**src/fbpi_pkg.sv**
```systemverilog
// Shared types and constants for the FASTQ barcode prefix inserter.
package fbpi_pkg;

  localparam int PREFIX_LEN = 23;
  localparam int CODE_BASES = 16;
  localparam int TAG_LEN    = 12;

  localparam logic [4:0] PREFIX_LAST = 5'(PREFIX_LEN);
  localparam logic [3:0] TAG_COUNT   = 4'(TAG_LEN);
  localparam logic [7:0] BLANK_LIMIT = 8'd33;

  localparam logic [7:0] CH_NL    = 8'h0A;
  localparam logic [7:0] CH_B     = 8'h42;
  localparam logic [7:0] CH_X     = 8'h58;
  localparam logic [7:0] CH_Z     = 8'h5A;
  localparam logic [7:0] CH_COLON = 8'h3A;
  localparam logic [7:0] CH_ZERO  = 8'h30;
  localparam logic [7:0] CH_A     = 8'h41;
  localparam logic [7:0] CH_N     = 8'h4E;
  localparam logic [7:0] CH_J     = 8'h4A;
  localparam logic [7:0] CH_HASH  = 8'h23;

  localparam logic [7:0] BASE_TABLE [4] = '{8'h41, 8'h54, 8'h47, 8'h43};

  typedef enum logic [3:0] {
    MODE_IDLE  = 4'd0,
    MODE_TAG1  = 4'd1,
    MODE_TAG2  = 4'd2,
    MODE_TAG3  = 4'd3,
    MODE_TAG4  = 4'd4,
    MODE_TAG5  = 4'd5,
    MODE_CAPT  = 4'd6,
    MODE_GOT   = 4'd7,
    MODE_WSEQ  = 4'd8,
    MODE_SEQD  = 4'd9,
    MODE_SKP1  = 4'd10,
    MODE_WQUAL = 4'd11,
    MODE_SKP2  = 4'd12,
    MODE_SKP3  = 4'd13,
    MODE_DONE  = 4'd14
  } mode_t;

  typedef enum logic [1:0] {
    RUN_NONE = 2'd0,
    RUN_SEQ  = 2'd1,
    RUN_QUAL = 2'd2
  } run_kind_t;

  typedef struct packed {
    logic [7:0]  ch;
    run_kind_t   kind;
    logic [31:0] code;
    logic        code_zero;
  } job_t;

endpackage

```
**src/fbpi_parser.sv**
```systemverilog
// Input register, header parser state machine and barcode packing.
module fbpi_parser (
  input  logic          clk,
  input  logic          rst_n,
  input  logic          in_valid,
  output logic          in_stall,
  input  logic [7:0]    in_char,
  output logic          job_valid,
  output fbpi_pkg::job_t job,
  input  logic          job_ready
);
  import fbpi_pkg::*;

  logic        in_valid_r;
  logic [7:0]  in_char_r;
  mode_t       mode_r, mode_nxt;
  logic [3:0]  count_r, count_nxt;
  logic [31:0] code_r, code_nxt;
  logic [7:0]  capt_r [TAG_LEN];
  logic        capt_we;
  logic [31:0] packed_code;
  logic        pair_zero;
  logic        advance;
  mode_t       m;
  logic [7:0]  c;

  // Pair value (a-'0')*10+(b-'0') in 32-bit two's complement.
  function automatic logic [31:0] pair_val(input logic [7:0] a, input logic [7:0] b);
    logic [11:0] v;
    v = {1'b0, a, 3'b000} + {3'b000, a, 1'b0} + {4'b0000, b};
    return {20'd0, v} - 32'd528;
  endfunction

  assign advance   = in_valid_r && job_ready;
  assign in_stall  = in_valid_r && !job_ready;
  assign job_valid = in_valid_r;
  assign c         = in_char_r;

  always_comb begin
    pair_zero = (capt_r[1] == CH_ZERO && capt_r[2] == CH_ZERO) ||
                (capt_r[4] == CH_ZERO && capt_r[5] == CH_ZERO) ||
                (capt_r[7] == CH_ZERO && capt_r[8] == CH_ZERO) ||
                (capt_r[10] == CH_ZERO && capt_r[11] == CH_ZERO);
    packed_code = pair_zero ? 32'd0 :
                  ((pair_val(capt_r[1], capt_r[2]) << 24) |
                   (pair_val(capt_r[4], capt_r[5]) << 16) |
                   (pair_val(capt_r[7], capt_r[8]) << 8) |
                   pair_val(capt_r[10], capt_r[11]));
  end

  always_comb begin
    m         = mode_r;
    count_nxt = count_r;
    code_nxt  = code_r;
    capt_we   = 1'b0;
    job.ch        = c;
    job.kind      = RUN_NONE;
    job.code      = code_r;
    job.code_zero = (code_r == 32'd0);

    // Tag recognition on the header line.
    unique case (mode_r)
      MODE_IDLE: if (c < BLANK_LIMIT) m = MODE_TAG1;
      MODE_TAG1: m = (c == CH_B) ? MODE_TAG2 : MODE_IDLE;
      MODE_TAG2: m = (c == CH_X) ? MODE_TAG3 : MODE_IDLE;
      MODE_TAG3: m = (c == CH_COLON) ? MODE_TAG4 : MODE_IDLE;
      MODE_TAG4: m = (c == CH_Z) ? MODE_TAG5 : MODE_IDLE;
      MODE_TAG5: begin
        m = (c == CH_COLON) ? MODE_CAPT : MODE_IDLE;
        count_nxt = 4'd0;
      end
      MODE_CAPT: begin
        if (c < BLANK_LIMIT) begin
          m = (count_r == TAG_COUNT) ? MODE_GOT : MODE_IDLE;
        end else begin
          capt_we   = (count_r < TAG_COUNT);
          count_nxt = count_r + 4'd1;
          if (count_nxt > TAG_COUNT) m = MODE_IDLE;
        end
      end
      default: ;
    endcase

    // Line tracking through sequence, plus and quality lines.
    if (c == CH_NL) begin
      unique case (m)
        MODE_DONE: m = MODE_IDLE;
        MODE_SKP3: m = MODE_DONE;
        MODE_SKP2: m = MODE_SKP3;
        MODE_SKP1: m = MODE_WQUAL;
        MODE_SEQD: m = MODE_SKP1;
        MODE_GOT:  m = MODE_WSEQ;
        default:   m = MODE_SKP2;
      endcase
    end else if (m == MODE_WSEQ) begin
      code_nxt      = packed_code;
      job.kind      = RUN_SEQ;
      job.code      = packed_code;
      job.code_zero = (packed_code == 32'd0);
      m = MODE_SEQD;
    end else if (m == MODE_WQUAL) begin
      job.kind = RUN_QUAL;
      m = MODE_DONE;
    end
    mode_nxt = m;
  end

  always_ff @(posedge clk) begin
    if (!rst_n) begin
      in_valid_r <= 1'b0;
      mode_r     <= MODE_IDLE;
      count_r    <= 4'd0;
      code_r     <= 32'd0;
    end else begin
      if (!in_stall) begin
        in_valid_r <= in_valid;
      end
      if (advance) begin
        mode_r  <= mode_nxt;
        count_r <= count_nxt;
        code_r  <= code_nxt;
      end
    end
  end

  always_ff @(posedge clk) begin
    if (!in_stall && in_valid) begin
      in_char_r <= in_char;
    end
    if (advance && capt_we) begin
      capt_r[count_r] <= c;
    end
  end

endmodule

```
**src/fbpi_emitter.sv**
```systemverilog
// Result register that plays out a prefix run and then the echoed byte.
module fbpi_emitter (
  input  logic          clk,
  input  logic          rst_n,
  input  logic          job_valid,
  input  fbpi_pkg::job_t job,
  output logic          job_ready,
  output logic          out_valid,
  input  logic          out_stall,
  output logic [7:0]    out_char,
  output logic          out_run_last
);
  import fbpi_pkg::*;

  logic        valid_r;
  logic [4:0]  count_r;
  logic [7:0]  ch_r;
  run_kind_t   kind_r;
  logic [31:0] code_r;
  logic        zero_r;
  logic        last;
  logic        xfer;

  assign last         = (count_r == PREFIX_LAST);
  assign xfer         = valid_r && !out_stall;
  assign job_ready    = !valid_r || (last && !out_stall);
  assign out_valid    = valid_r;
  assign out_run_last = last;

  always_comb begin
    if (last) begin
      out_char = ch_r;
    end else if (kind_r == RUN_QUAL) begin
      out_char = zero_r ? CH_HASH : CH_J;
    end else if (zero_r) begin
      out_char = CH_N;
    end else if (count_r < 5'(CODE_BASES)) begin
      out_char = BASE_TABLE[code_r[31:30]];
    end else begin
      out_char = CH_A;
    end
  end

  always_ff @(posedge clk) begin
    if (!rst_n) begin
      valid_r <= 1'b0;
      count_r <= PREFIX_LAST;
    end else if (job_ready) begin
      valid_r <= job_valid;
      if (job_valid) begin
        count_r <= (job.kind == RUN_NONE) ? PREFIX_LAST : 5'd0;
      end
    end else if (xfer) begin
      count_r <= count_r + 5'd1;
    end
  end

  // The code shifts up two bits per base so the next base is always on top.
  always_ff @(posedge clk) begin
    if (job_ready && job_valid) begin
      ch_r   <= job.ch;
      kind_r <= job.kind;
      code_r <= job.code;
      zero_r <= job.code_zero;
    end else if (xfer && !last) begin
      code_r <= {code_r[29:0], 2'b00};
    end
  end

endmodule

```
**src/fastq_barcode_prefix_inserter.sv**
```systemverilog
// Top level of the FASTQ barcode prefix inserter.
// The input channel (in_valid, in_stall, in_char) takes one byte of FASTQ
// text per transfer. The result channel (out_valid, out_stall, out_char,
// out_run_last) gives every input byte back with out_run_last high, and
// for a read whose header carries a 12-character BX:Z: tag it first gives
// a 23-byte run: the barcode as 16 bases and 7 'A' before the sequence
// line, 23 'J' before the quality line ('N' and '#' when the code is zero).
// A byte is held in an input register and parsed on its way into the
// result register. The block sustains one byte per cycle while bytes
// carry no run and out_stall is low. While the result register plays
// out a run, one result byte per cycle unless out_stall holds it, it
// takes no new byte, and in_stall rises once the next byte waits.
// When the receiver raises out_stall the result register holds, the input
// register fills and then in_stall follows. Reset (rst_n low at a clock
// edge) empties both registers and returns the parser to its idle state.
module fastq_barcode_prefix_inserter (
  input  logic       clk,
  input  logic       rst_n,
  input  logic       in_valid,
  output logic       in_stall,
  input  logic [7:0] in_char,
  output logic       out_valid,
  input  logic       out_stall,
  output logic [7:0] out_char,
  output logic       out_run_last
);
  import fbpi_pkg::*;

  logic job_valid;
  logic job_ready;
  job_t job;

  fbpi_parser u_parser (
    .clk       (clk),
    .rst_n     (rst_n),
    .in_valid  (in_valid),
    .in_stall  (in_stall),
    .in_char   (in_char),
    .job_valid (job_valid),
    .job       (job),
    .job_ready (job_ready)
  );

  fbpi_emitter u_emitter (
    .clk          (clk),
    .rst_n        (rst_n),
    .job_valid    (job_valid),
    .job          (job),
    .job_ready    (job_ready),
    .out_valid    (out_valid),
    .out_stall    (out_stall),
    .out_char     (out_char),
    .out_run_last (out_run_last)
  );

endmodule
```
**config.mk**
```make
export PLATFORM = sky130hd
export DESIGN_NAME = fastq_barcode_prefix_inserter
export DESIGN_NICKNAME = d
export VERILOG_FILES = /design/src/fbpi_pkg.sv /design/src/fbpi_parser.sv /design/src/fbpi_emitter.sv /design/src/fastq_barcode_prefix_inserter.sv
export SDC_FILE = /design/constraint.sdc
export NUM_CORES = 1
export LEC_CHECK = 0
export BUFFER_PORTS_ARGS = -buffer_cell sky130_fd_sc_hd__buf_2
export CAP_MARGIN = 20
export CORE_MARGIN = 5
export CORE_UTILIZATION = 57
export CTS_CLUSTER_SIZE = 25
export DETAILED_ROUTE_END_ITERATION = 8
export MAX_ROUTING_LAYER = met4
export PLACE_DENSITY = 0.8
export SLEW_MARGIN = 20
export SYNTH_ARGS = -nofsm -noshare
export SYNTH_HDL_FRONTEND = slang
export SYNTH_SLANG_ARGS = --single-unit
```
**constraint.sdc**
```tcl
create_clock -name clk -period 3.4 [get_ports clk]
set_input_delay 0.51 -clock clk [delete_from_list [all_inputs] [get_ports clk]]
set_output_delay 0.51 -clock clk [all_outputs]
set_load 0.02 [all_outputs]
```
Word-level counts from Yosys, hierarchy flattened --
Memories as Yosys holds them, arrays and structs flattened. Index checks and enable logic that the tools add are counted. Widths: inputs -> output; s select.
Word-level totals: flip-flop bits (word level) 98, RAM bits 96, output and inout bits 11, logic and storage cells 137, memories kept 1
Operators by class: $add $sub $neg 14, $lt $le $gt $ge 5, eq/ne operators 32, multiplexer cells 39, bitwise operators 5, reduce and logical (&&, ||, !) cells 30
Memories:
- u_parser.capt_r | words 12, bits a word 8, rd ports 8, clocked after memory_dff 0, write ports 1, RTL line fbpi_parser.sv:19 | logic [7:0] capt_r [TAG_LEN];
Operators with widths (count):
- $mux 32 | 3
- $or 32x32->32 | 3
- $eq 8x6->1 const B | 9
- $logic_not 32->1 | 2
- $mux 8 | 6
- $sub 12x10->13 const B | 3
- $add 11x9->12 | 3
- $add 12x8->12 | 3
- $mux 35 | 1
- $mux 33 | 1
- $eq 4x4->1 const B | 8
- $mux 4 | 7
- $pmux 4 s7 | 1
- $eq 8x7->1 const B | 3
- $pmux 4 s6 | 1
- $mux 5 | 4
- $add 8x8->8 | 2
- $bmux 8 s2 | 1
- $eq 4x3->1 const B | 4
- $mux 3 | 4
- $logic_and 1x1->1 | 11
- $eq 4x2->1 const B | 2
- $eq 8x4->1 const B | 1
- $lt 8x6->1 const B | 1
- other kinds (24) | 41

Logic depth before layout (Yosys ltp) --
Gate-level depths: netlist (run 1). An unclocked memory read counts as a cell.
depth in word-level cells 15, mapped depth 15, mapped depth without buffers 15

By module --
Synthesis (run 1) repeated with hierarchy kept, for this count alone.
Unflattened totals: cells, all modules 941, area, all modules 10136.0 µm²
Modules (own cells, without submodules):
- fbpi_parser | times used 1, cells an instance 787, area each 7793.7 µm², sequential area each 2982.9 µm²
- fbpi_emitter | times used 1, cells an instance 154, area each 2342.2 µm², sequential area each 1411.4 µm²

Least setup slack after synthesis (run 1) --
OpenSTA, ideal clock, no wires.
path kind register to register, from reg u_emitter.count_r[0], to reg u_emitter.count_r[3], library setup time 116 ps, arrival time 3402 ps, required time 3284 ps, setup slack -118 ps, stages on the path, launching flop included 10, clock period less this slack 3518 ps, path through dfxtp_1 ha_1 nand2_1 or2_2 buf_2 a21oi_1 a21oi_1 nand4_1 xnor2_1 and3_1
Between the ends: longest elaborated chain between the ends 5, elaborated cells on any way between the ends 9
RTL lines:
- start, declared | RTL line fbpi_emitter.sv:16 | logic [4:0] count_r;
- start signal, assigned | RTL line fbpi_emitter.sv:51 | count_r <= (job.kind == RUN_NONE) ? PREFIX_LAST : 5'd0;
- start signal, assigned | RTL line fbpi_emitter.sv:54 | count_r <= count_r + 5'd1;
- branches (longest 5 deep; another with $add 5x1->5)
Several ways; the timed one is not identified. The select of a mux whose other input is x is not followed. A chain may end at the register's enable or synchronous reset.

==> impl_table.tex, run 1 <==
\begin{tabular}{lr}
\hline
Metric & Value \\
\hline
\multicolumn{2}{l}{\textbf{STA}} \\
\quad Worst-Margin Slew & 0.925 ns \\
\quad Achievable clock frequency & 270 MHz \\
\quad Post-route setup slack & -0.301 ns \\
\quad Setup TNS Final & -0.462 ns \\
\quad Hold Worst Slack & 0.249 ns \\
\quad Number of hold violations in the final report & 0 \\
\quad Ratio of final minimum period to clock period & 1.09 \\
\quad Worst rel slew slack & 0.383 \\
\quad Setup violators final & 8 \\
\quad Post-route clock skew & 0.0109 ns \\
\quad Final number of max-transition violations & 0 \\
\quad RSZ-0062 raised after global routing & true \\
\quad Final worst path period need & 3.70 ns \\
\multicolumn{2}{l}{\textbf{Power and ir drop}} \\
\quad Net switching component of the power & 1.06 mW \\
\quad Peak supply drop & $\sim$450 uV \\
\quad Sequential group share of total power & 0.511 \\
\quad Total leakage power & 4.62 nW \\
\quad Tot Pwr & between 4 and 5 mW \\
\quad Sw Ratio & 0.245 \\
\quad Share of power burned in combinational logic & 0.073 \\
\quad Cell internal pwr & 3.28 mW \\
\quad Power density over the cells & 373 mW/mm2 \\
\quad Fraction of power consumed by the clock network & 0.416 \\
\multicolumn{2}{l}{\textbf{Floorplan}} \\
\quad Cell Rows & 48 \\
\quad Std-Cell Core Area & 0.0171 mm2 \\
\quad Top-level I/O count & 23 \\
\quad Area of the die & 0.0199 mm2 \\
\quad Vert. Die Dim & 141 um \\
\quad Effective utilization at floorplan & 0.574 \\
\quad Floorplan die width & 141 um \\
\multicolumn{2}{l}{\textbf{Yosys}} \\
\quad Primary FF master, synth & edfxtp\_1 \\
\quad Cell type with the highest aggregate area in the netlist & edfxtp\_1 \\
\quad Post-synthesis cell area & between 0.009 and 0.01 mm2 \\
\quad Post-synthesis sequential area ratio & 0.449 \\
\quad Number of different library cells in the post-synthesis netlist & between 70 and 80 \\
\quad Async set-or-reset flop fraction in the synthesized netlist & 0 \\
\quad EDFF count, synth & 115 \\
\quad Syn avg cell area & 10.0 um2 \\
\quad Area contributors post-synth & edfxtp\_1 35\%, ha\_1 10\%, dfxtp\_1 9.6\% \\
\quad Count of state elements after synthesis & about 160 \\
\quad Number of cells produced by synthesis & 978 \\
\quad Area share of the largest cell type after synthesis & 0.353 \\
\quad Warnings, synthesis & 0 \\
\quad Post-Syn Nets & 1,092 \\
\multicolumn{2}{l}{\textbf{Clock network}} \\
\quad Clk sink count & between 150 and 200 \\
\quad Root Driver & clkbuf\_16 \\
\quad Buffers from clock root to sink, at most & 2 \\
\quad Clock tree from TritonCTS & done \\
\quad Insertion delay of the later-clocked pin in the worst-skew pair & 0.44 ns \\
\quad H-tree levels & 4 \\
\quad Num CTS Buffers & 17 \\
\quad Clock-pin slew of the registers on the worst-case setup and hold paths & 0.07 ns \\
\multicolumn{2}{l}{\textbf{Run status}} \\
\quad Result of the run & finished, violations left \\
\quad Failing checks & negative setup slack \\
\multicolumn{2}{l}{\textbf{Job}} \\
\quad Number of max-capacitance violations reported & 0 \\
\multicolumn{2}{l}{\textbf{Global route}} \\
\quad Initial antenna violation count & 0 \\
\quad GRT Util Overall & 0.256 \\
\quad Largest net degree at the start of global routing & 53 \\
\quad Sum of overflow across all layers after global routing & 0 \\
\quad Wire length of the first global-routing pass & 39,100 um \\
\quad Number of global-route vias before repair & 7,795 \\
\multicolumn{2}{l}{\textbf{Cells and area}} \\
\quad Number of inserted diodes & 0 \\
\quad Share of cells above drive strength 1 & 0.214 \\
\quad Area Overhead vs Synth & 19.0\% \\
\quad Number of nets in the final layout & 1,177 \\
\quad Summed area of non-filler cells in the final layout & approximately 0.012 mm2 \\
\quad Leading cell type in the layout, fill and taps excluded & edfxtp\_1 \\
\quad Commonest cells after routing, fill and taps aside & 115 x edfxtp\_1, 107 x nand2\_1, 96 x inv\_1, 76 x buf\_4, 73 x ha\_1 \\
\multicolumn{2}{l}{\textbf{Critical path}} \\
\quad Path type of the worst setup path & register to register \\
\quad WP data required & $\sim$3.7 ns \\
\quad Maximum net fanout on the critical path & 2 \\
\quad Launching element type of the critical path & register \\
\quad Critical Path End Type & register \\
\quad CP arrival & 3.96 ns \\
\multicolumn{2}{l}{\textbf{Drt}} \\
\quad Remaining number of nets flagged by the antenna check after routing & 0 \\
\quad Total wirelength of the detailed-routed design & 24,800 um \\
\quad Post-detailed-route DRC marker count & 0 \\
\quad Number of DRC markers after the initial detailed-route iteration & $\sim$550 \\
\quad Routed length per instance & 19.1 um \\
\quad Count of vias placed by the detailed router & 7,807 \\
\quad Routed via count divided by cell count & 6.00 \\
\quad First-pass detailed-route iteration total & 5 \\
\multicolumn{2}{l}{\textbf{Placement}} \\
\quad HPWL after DPL & 16,800 um \\
\quad Number of I/O port buffers & 22 \\
\quad Placer congestion estimate & 0.913 \\
\quad Worst setup timing slack at the placement stage & -0.425 ns \\
\quad Standard cell area after detailed placement & 0.0106 mm2 \\
\multicolumn{2}{l}{\textbf{Worst hold path}} \\
\quad Path type of the worst min-delay path & input pin to register \\
\hline
\end{tabular}
==> worst max-delay path: stages (launching register included) <==
cell and delay [ns]:
edfxtp_1 0.44, fa_2 0.64, ha_4 0.22, ha_4 0.16
fa_2 0.35, a21o_1 0.22, a21oi_2 0.17, xor2_1 0.25
and4_1 0.25, nand4_1 0.13, nor4_2 0.30, nand4_1 0.19
o31ai_2 0.23
==> per-stage QoR <==
| stage | util | std cells |
|---|---|---|
| 2_1_floorplan | - | 978 |
| 3_3_place_gp | 0.620 | 1261 |
| 3_5_place_dp | 0.620 | 1261 |
| 4_1_cts | 0.666 | 1295 |
| 5_1_grt | 0.683 | 1301 |
| 6_report | 0.683 | 1301 |
==> Yosys cell counts, drive strengths merged (3+ instances only) <==
cell type / count
a211oi: 11
a21boi: 22
a21o: 9
a21oi: 58
a221oi: 3
a31oi: 31
and2: 9
and3: 10
and4: 4
buf: 19
clkbuf: 21
dfxtp: 47
edfxtp: 115
fa: 23
ha: 79
inv: 100
mux2: 3
mux2i: 4
nand2: 111
nand2b: 9
nand3: 31
nand4: 14
nor2: 63
nor2b: 19
nor3: 16
nor3b: 3
nor4: 19
nor4b: 9
nor4bb: 6
o211ai: 5
o21a: 9
o21ai: 38
or2: 4
or3: 3
xnor2: 16
xor2: 8
==> final timing paths <==
check / end / slack (ns) / cells past startpoint / start
setup / recovery: u_emitter.zero_r / -0.30 / 12 / u_parser.capt_r[10][2]
hold / removal: u_parser.c[0] / 0.25 / 1 / in_char[0]
setup reg to reg: u_emitter.zero_r / -0.30 / 12 / u_parser.capt_r[10][2]
hold reg to reg: u_parser.code_r[16] / 0.47 / 2 / u_parser.code_r[16]
==> cells by family (layout without fill, tap and decap cells) <==
kind of cell	after synthesis	count (layout)	share of synthesized area
AOI/OAI and AO/OA	208	208	0.140
muxes	7	7	0.00754
adders and majority gates	102	102	0.148
and+or+nand+nor	333	333	0.173
xor gates and xnor gates	25	25	0.0238
buffers and inverters	141	239	0.0594
DFF	162	162	0.449
==> layout make-up <==
type / instances / area [um2]
multi-input cells: 675 / 5260
flip-flops and latches: 162 / 4390
clock inverters: 13 / 98.8
inverters: 101 / 379
clock buffers: 19 / 454
well taps: 225 / 282
repair buffers: 106 / 779
fillers: 1182 / 5410
==> state kept, by name (all words and copies together), names as in the netlist, 2 cells and up <==
register and flops:
u_parser.mode_r 4, u_emitter.ch_r 8, u_parser.capt_r 64, u_parser.count_r 4
u_emitter.code_r 32, u_emitter.count_r 5, u_parser.code_r 32, u_parser.c 8
u_emitter.kind_r 2
==> power by group through the flow <==
stage	logic, mW	registers [mW]	clock network [mW]
3_3_place_gp	0.304	2.26	0
2_1_floorplan	0.200	2.26	0
4_1_cts	0.315	2.22	1.82
3_5_place_dp	0.312	2.26	0
5_1_grt	0.345	2.22	1.93
6_report	0.317	2.22	1.81
==> per-layer routing <==
layer / track usage / up-vias / share of wire
met2: 0.423 / 300 / 0.50
met4: 0.106 / 0 / 0.035
li1: - / 3667 / -
met5: - / - / 0
met1: 0.310 / 3772 / 0.41
met3: 0.0485 / 68 / 0.061
==> what timing repair did <==
action	4_1_cts	5_1_grt
hold buffers	0	0
setup buffers	3	6
pin swaps	31	38
resized for setup	47	46
setup endpoints to repair	27	39
(Power assumes the default switching activity.)
==> run 2, diff against run 1 <==
--- a/config.mk
+++ b/config.mk
@@ -17,3 +17,4 @@
 export SYNTH_ARGS = -nofsm -noshare
 export SYNTH_HDL_FRONTEND = slang
 export SYNTH_SLANG_ARGS = --single-unit
+export TNS_END_PERCENT = 10
==> impl_table.tex, run 2 (synthesis results as in run 1) <==
\begin{tabular}{lr}
\hline
Metric & Value \\
\hline
\multicolumn{2}{l}{\textbf{Cells and area}} \\
\quad Flip-flop count of the largest register, all copies and words added & 64 (unchanged) \\
\quad Area Overhead vs Synth & 19.1\% (was 19.0\%) \\
\quad Number of inserted diodes & 0 (unchanged) \\
\quad Summed area of non-filler cells in the final layout & 0.0117 mm2 (about the same) \\
\quad Registers with the most flip-flops & u\_parser.capt\_r x64, u\_emitter.code\_r x32, u\_parser.code\_r x32 (unchanged) \\
\quad Fill count & 1,180 (was 1,182) \\
\quad Non-filler instance count after layout & 1,296 (was 1,301) \\
\quad Leading cell type in the layout, fill and taps excluded & edfxtp\_1 (unchanged) \\
\quad Largest register by flop count & u\_parser.capt\_r (unchanged) \\
\quad Number of nets in the final layout & 1,172 (was 1,177) \\
\quad Commonest cells after routing, fill and taps aside & 115 x edfxtp\_1, 108 x nand2\_1, 90 x inv\_1, 76 x buf\_4, 69 x ha\_1 (was 115 x edfxtp\_1, 107 x nand2\_1, 96 x inv\_1, 76 x buf\_4, 73 x ha\_1) \\
\quad Share of cells above drive strength 1 & 0.216 (was 0.214) \\
\multicolumn{2}{l}{\textbf{STA}} \\
\quad Worst rel slew slack & 0.393 (was 0.383) \\
\quad Setup TNS Final & -0.524 ns (was -0.462 ns) \\
\quad Number of hold violations in the final report & 0 (unchanged) \\
\quad Final worst path period need & 3.59 ns (was 3.70 ns) \\
\quad Worst-Margin Slew & 0.911 ns (was 0.925 ns) \\
\quad Post-route setup slack & -0.189 ns (was -0.301 ns) \\
\quad Final number of max-transition violations & 0 (unchanged) \\
\quad Achievable clock frequency & 279 MHz (was 270 MHz) \\
\quad Post-route clock skew & 0.00899 ns (was 0.0109 ns) \\
\quad Ratio of final minimum period to clock period & 1.06 (was 1.09) \\
\quad Setup violators final & 10 (was 8) \\
\quad RSZ-0062 raised after global routing & true (unchanged) \\
\multicolumn{2}{l}{\textbf{Floorplan}} \\
\quad Area of the die & 0.0199 mm2 (unchanged) \\
\quad Std-Cell Core Area & 0.0171 mm2 (unchanged) \\
\quad Floorplan die width & 141 um (unchanged) \\
\quad Cell Rows & 48 (unchanged) \\
\quad Top-level I/O count & 23 (unchanged) \\
\quad Vert. Die Dim & 141 um (unchanged) \\
\quad Effective utilization at floorplan & 0.574 (unchanged) \\
\multicolumn{2}{l}{\textbf{Placement}} \\
\quad Inst Count DP & 1,261 (unchanged) \\
\quad Standard cell area after detailed placement & 0.0106 mm2 (unchanged) \\
\quad HPWL after DPL & 16,800 um (unchanged) \\
\quad Placer congestion estimate & 0.913 (unchanged) \\
\quad Number of I/O port buffers & 22 (unchanged) \\
\multicolumn{2}{l}{\textbf{Power and ir drop}} \\
\quad Tot Pwr & 4.34 mW (about the same) \\
\quad Power density over the cells & 372 mW/mm2 (was 373 mW/mm2) \\
\quad Peak supply drop & 454 uV (was 450 uV) \\
\quad Total leakage power & 4.58 nW (was 4.62 nW) \\
\multicolumn{2}{l}{\textbf{Global route}} \\
\quad Sum of overflow across all layers after global routing & 0 (unchanged) \\
\quad GRT Util Overall & 0.253 (was 0.256) \\
\quad Largest net degree at the start of global routing & 53 (unchanged) \\
\quad Number of global-route vias before repair & 7,770 (was 7,795) \\
\quad Initial antenna violation count & 0 (unchanged) \\
\quad Wire length of the first global-routing pass & 38,700 um (was 39,100 um) \\
\multicolumn{2}{l}{\textbf{Clock network}} \\
\quad Hold\_buf cts & 0 (unchanged) \\
\quad H-tree levels & 4 (unchanged) \\
\quad Insertion delay of the later-clocked pin in the worst-skew pair & 0.43 ns (was 0.44 ns) \\
\quad Root Driver & clkbuf\_16 (unchanged) \\
\quad Num CTS Buffers & 17 (unchanged) \\
\quad Clock-pin slew of the registers on the worst-case setup and hold paths & 0.07 ns (about the same) \\
\quad Clock tree from TritonCTS & done (unchanged) \\
\quad Buffers from clock root to sink, at most & 2 (unchanged) \\
\quad Clk sink count & 162 (unchanged) \\
\multicolumn{2}{l}{\textbf{Drt}} \\
\quad Routed via count divided by cell count & 6.09 (was 6.00) \\
\quad Post-detailed-route DRC marker count & 0 (unchanged) \\
\quad Total wirelength of the detailed-routed design & 25,200 um (was 24,800 um) \\
\quad Remaining number of nets flagged by the antenna check after routing & 0 (unchanged) \\
\quad Routed length per instance & 19.4 um (was 19.1 um) \\
\quad First-pass detailed-route iteration total & 5 (unchanged) \\
\quad Count of vias placed by the detailed router & 7,898 (was 7,807) \\
\quad Number of DRC markers after the initial detailed-route iteration & 642 (was 547) \\
\multicolumn{2}{l}{\textbf{Job}} \\
\quad Number of max-capacitance violations reported & 0 (unchanged) \\
\multicolumn{2}{l}{\textbf{Run status}} \\
\quad Failing checks & negative setup slack (unchanged) \\
\quad Result of the run & finished, violations left (unchanged) \\
\multicolumn{2}{l}{\textbf{Critical path}} \\
\quad Path type of the worst setup path & register to register (unchanged) \\
\quad WP data required & 3.67 ns (was 3.66 ns) \\
\quad Cell with the largest stage delay on the worst path & fa\_1 (was fa\_2) \\
\quad Highest cell delay on the worst timing path & 0.55 ns (was 0.64 ns) \\
\quad Worst-path cell chain & fa\_1 > ha\_1 > ha\_1 > fa\_2 > nor4b\_4 > nand2\_1 > nor4b\_4 > nand4\_1 > nor4\_2 > nand4\_1 > o31ai\_2 (was fa\_2 > ha\_4 > ha\_4 > fa\_2 > a21o\_1 > a21oi\_2 > xor2\_1 > and4\_1 > nand4\_1 > nor4\_2 > nand4\_1 > o31ai\_2) \\
\quad Launching element type of the critical path & register (unchanged) \\
\quad Critical Path End Type & register (unchanged) \\
\quad Start point of the critical path & u\_parser.capt\_r[2][3] (was u\_parser.capt\_r[10][2]) \\
\quad CP arrival & 3.86 ns (was 3.96 ns) \\
\quad Reg-to-reg startpoint & u\_parser.capt\_r[2][3] (was u\_parser.capt\_r[10][2]) \\
\quad Maximum net fanout on the critical path & 2 (unchanged) \\
\multicolumn{2}{l}{\textbf{Worst hold path}} \\
\quad HP Start & in\_char[0] (unchanged) \\
\quad Path type of the worst min-delay path & input pin to register (unchanged) \\
\hline
\end{tabular}
==> run 2: cell types whose count changed in the layout (fill, tap and decap cells not counted), sizes merged <==
| cell | before | now |
|---|---|---|
| buf | 106 | 101 |
==> run 2: worst paths after layout <==
kind	cells past startpoint	endpoint	slack, ns
min	1	u_parser.c[0]	0.26
min reg2reg	2	u_parser.code_r[16]	0.47
max	11	u_emitter.zero_r	-0.19
max reg2reg	11	u_emitter.zero_r	-0.19
==> run 2: final cells by class <==
class                      instances  area [um2]  share of cell area
clock buffer                      19         454              0.0389
clock inverter                    13        98.8             0.00847
inverter                         101         379              0.0325
multi-input combinational        675        5340               0.457
sequential                       162        4390               0.377
tap                              225         282              0.0241
timing repair buffer             101         723              0.0620
==> run 2: power by group <==
group | internal, mW | switching, mW | total, mW | leakage (nW)
Sequential | 2.19 | 0.0326 | 2.22 | 1.44
Clock | 0.988 | 0.818 | 1.81 | 0.273
Combinational | 0.105 | 0.213 | 0.318 | 2.87
Total | 3.28 | 1.06 | 4.34 | 4.58
==> run 2: worst max-delay path, delay by kind of cell, from the launching register on <==
family	cells	cell delay (ns)
DFF	1	0.46
and+or+nand+nor	6	1.19
AOI/OAI and AO/OA	1	0.19
adders and majority gates	4	1.59
==> run 2: routing by layer <==
| metal | routed length (um) | track usage | vias to the layer above | share of wire |
|---|---|---|---|---|
| li1 | - | - | 3652 | - |
| met2 | 12700 | 0.422 | 354 | 0.50 |
| met1 | 10100 | 0.308 | 3826 | 0.40 |
| met5 | 0 | - | - | 0 |
| met3 | 1610 | 0.0516 | 66 | 0.064 |
| met4 | 760 | 0.0867 | 0 | 0.030 |
==> run 2: what timing repair did <==
action,CTS,global route
pin swaps,22,29
setup endpoints to repair,27,40
gates resized for setup,37,63
endpoints found under the hold margin,0,0
setup buffers,2,3
==> run 2: through the flow <==
stage / setup slack (ns) / hold WS (ns) / util
after floorplan: 0.00945 / 0.444 / -
after detailed placement: -0.425 / 0.464 / 0.620
final: -0.189 / 0.255 / 0.684
after CTS: -0.109 / 0.239 / 0.663
after global placement: -0.259 / 0.459 / 0.620
after global routing: -0.324 / 0.235 / 0.684
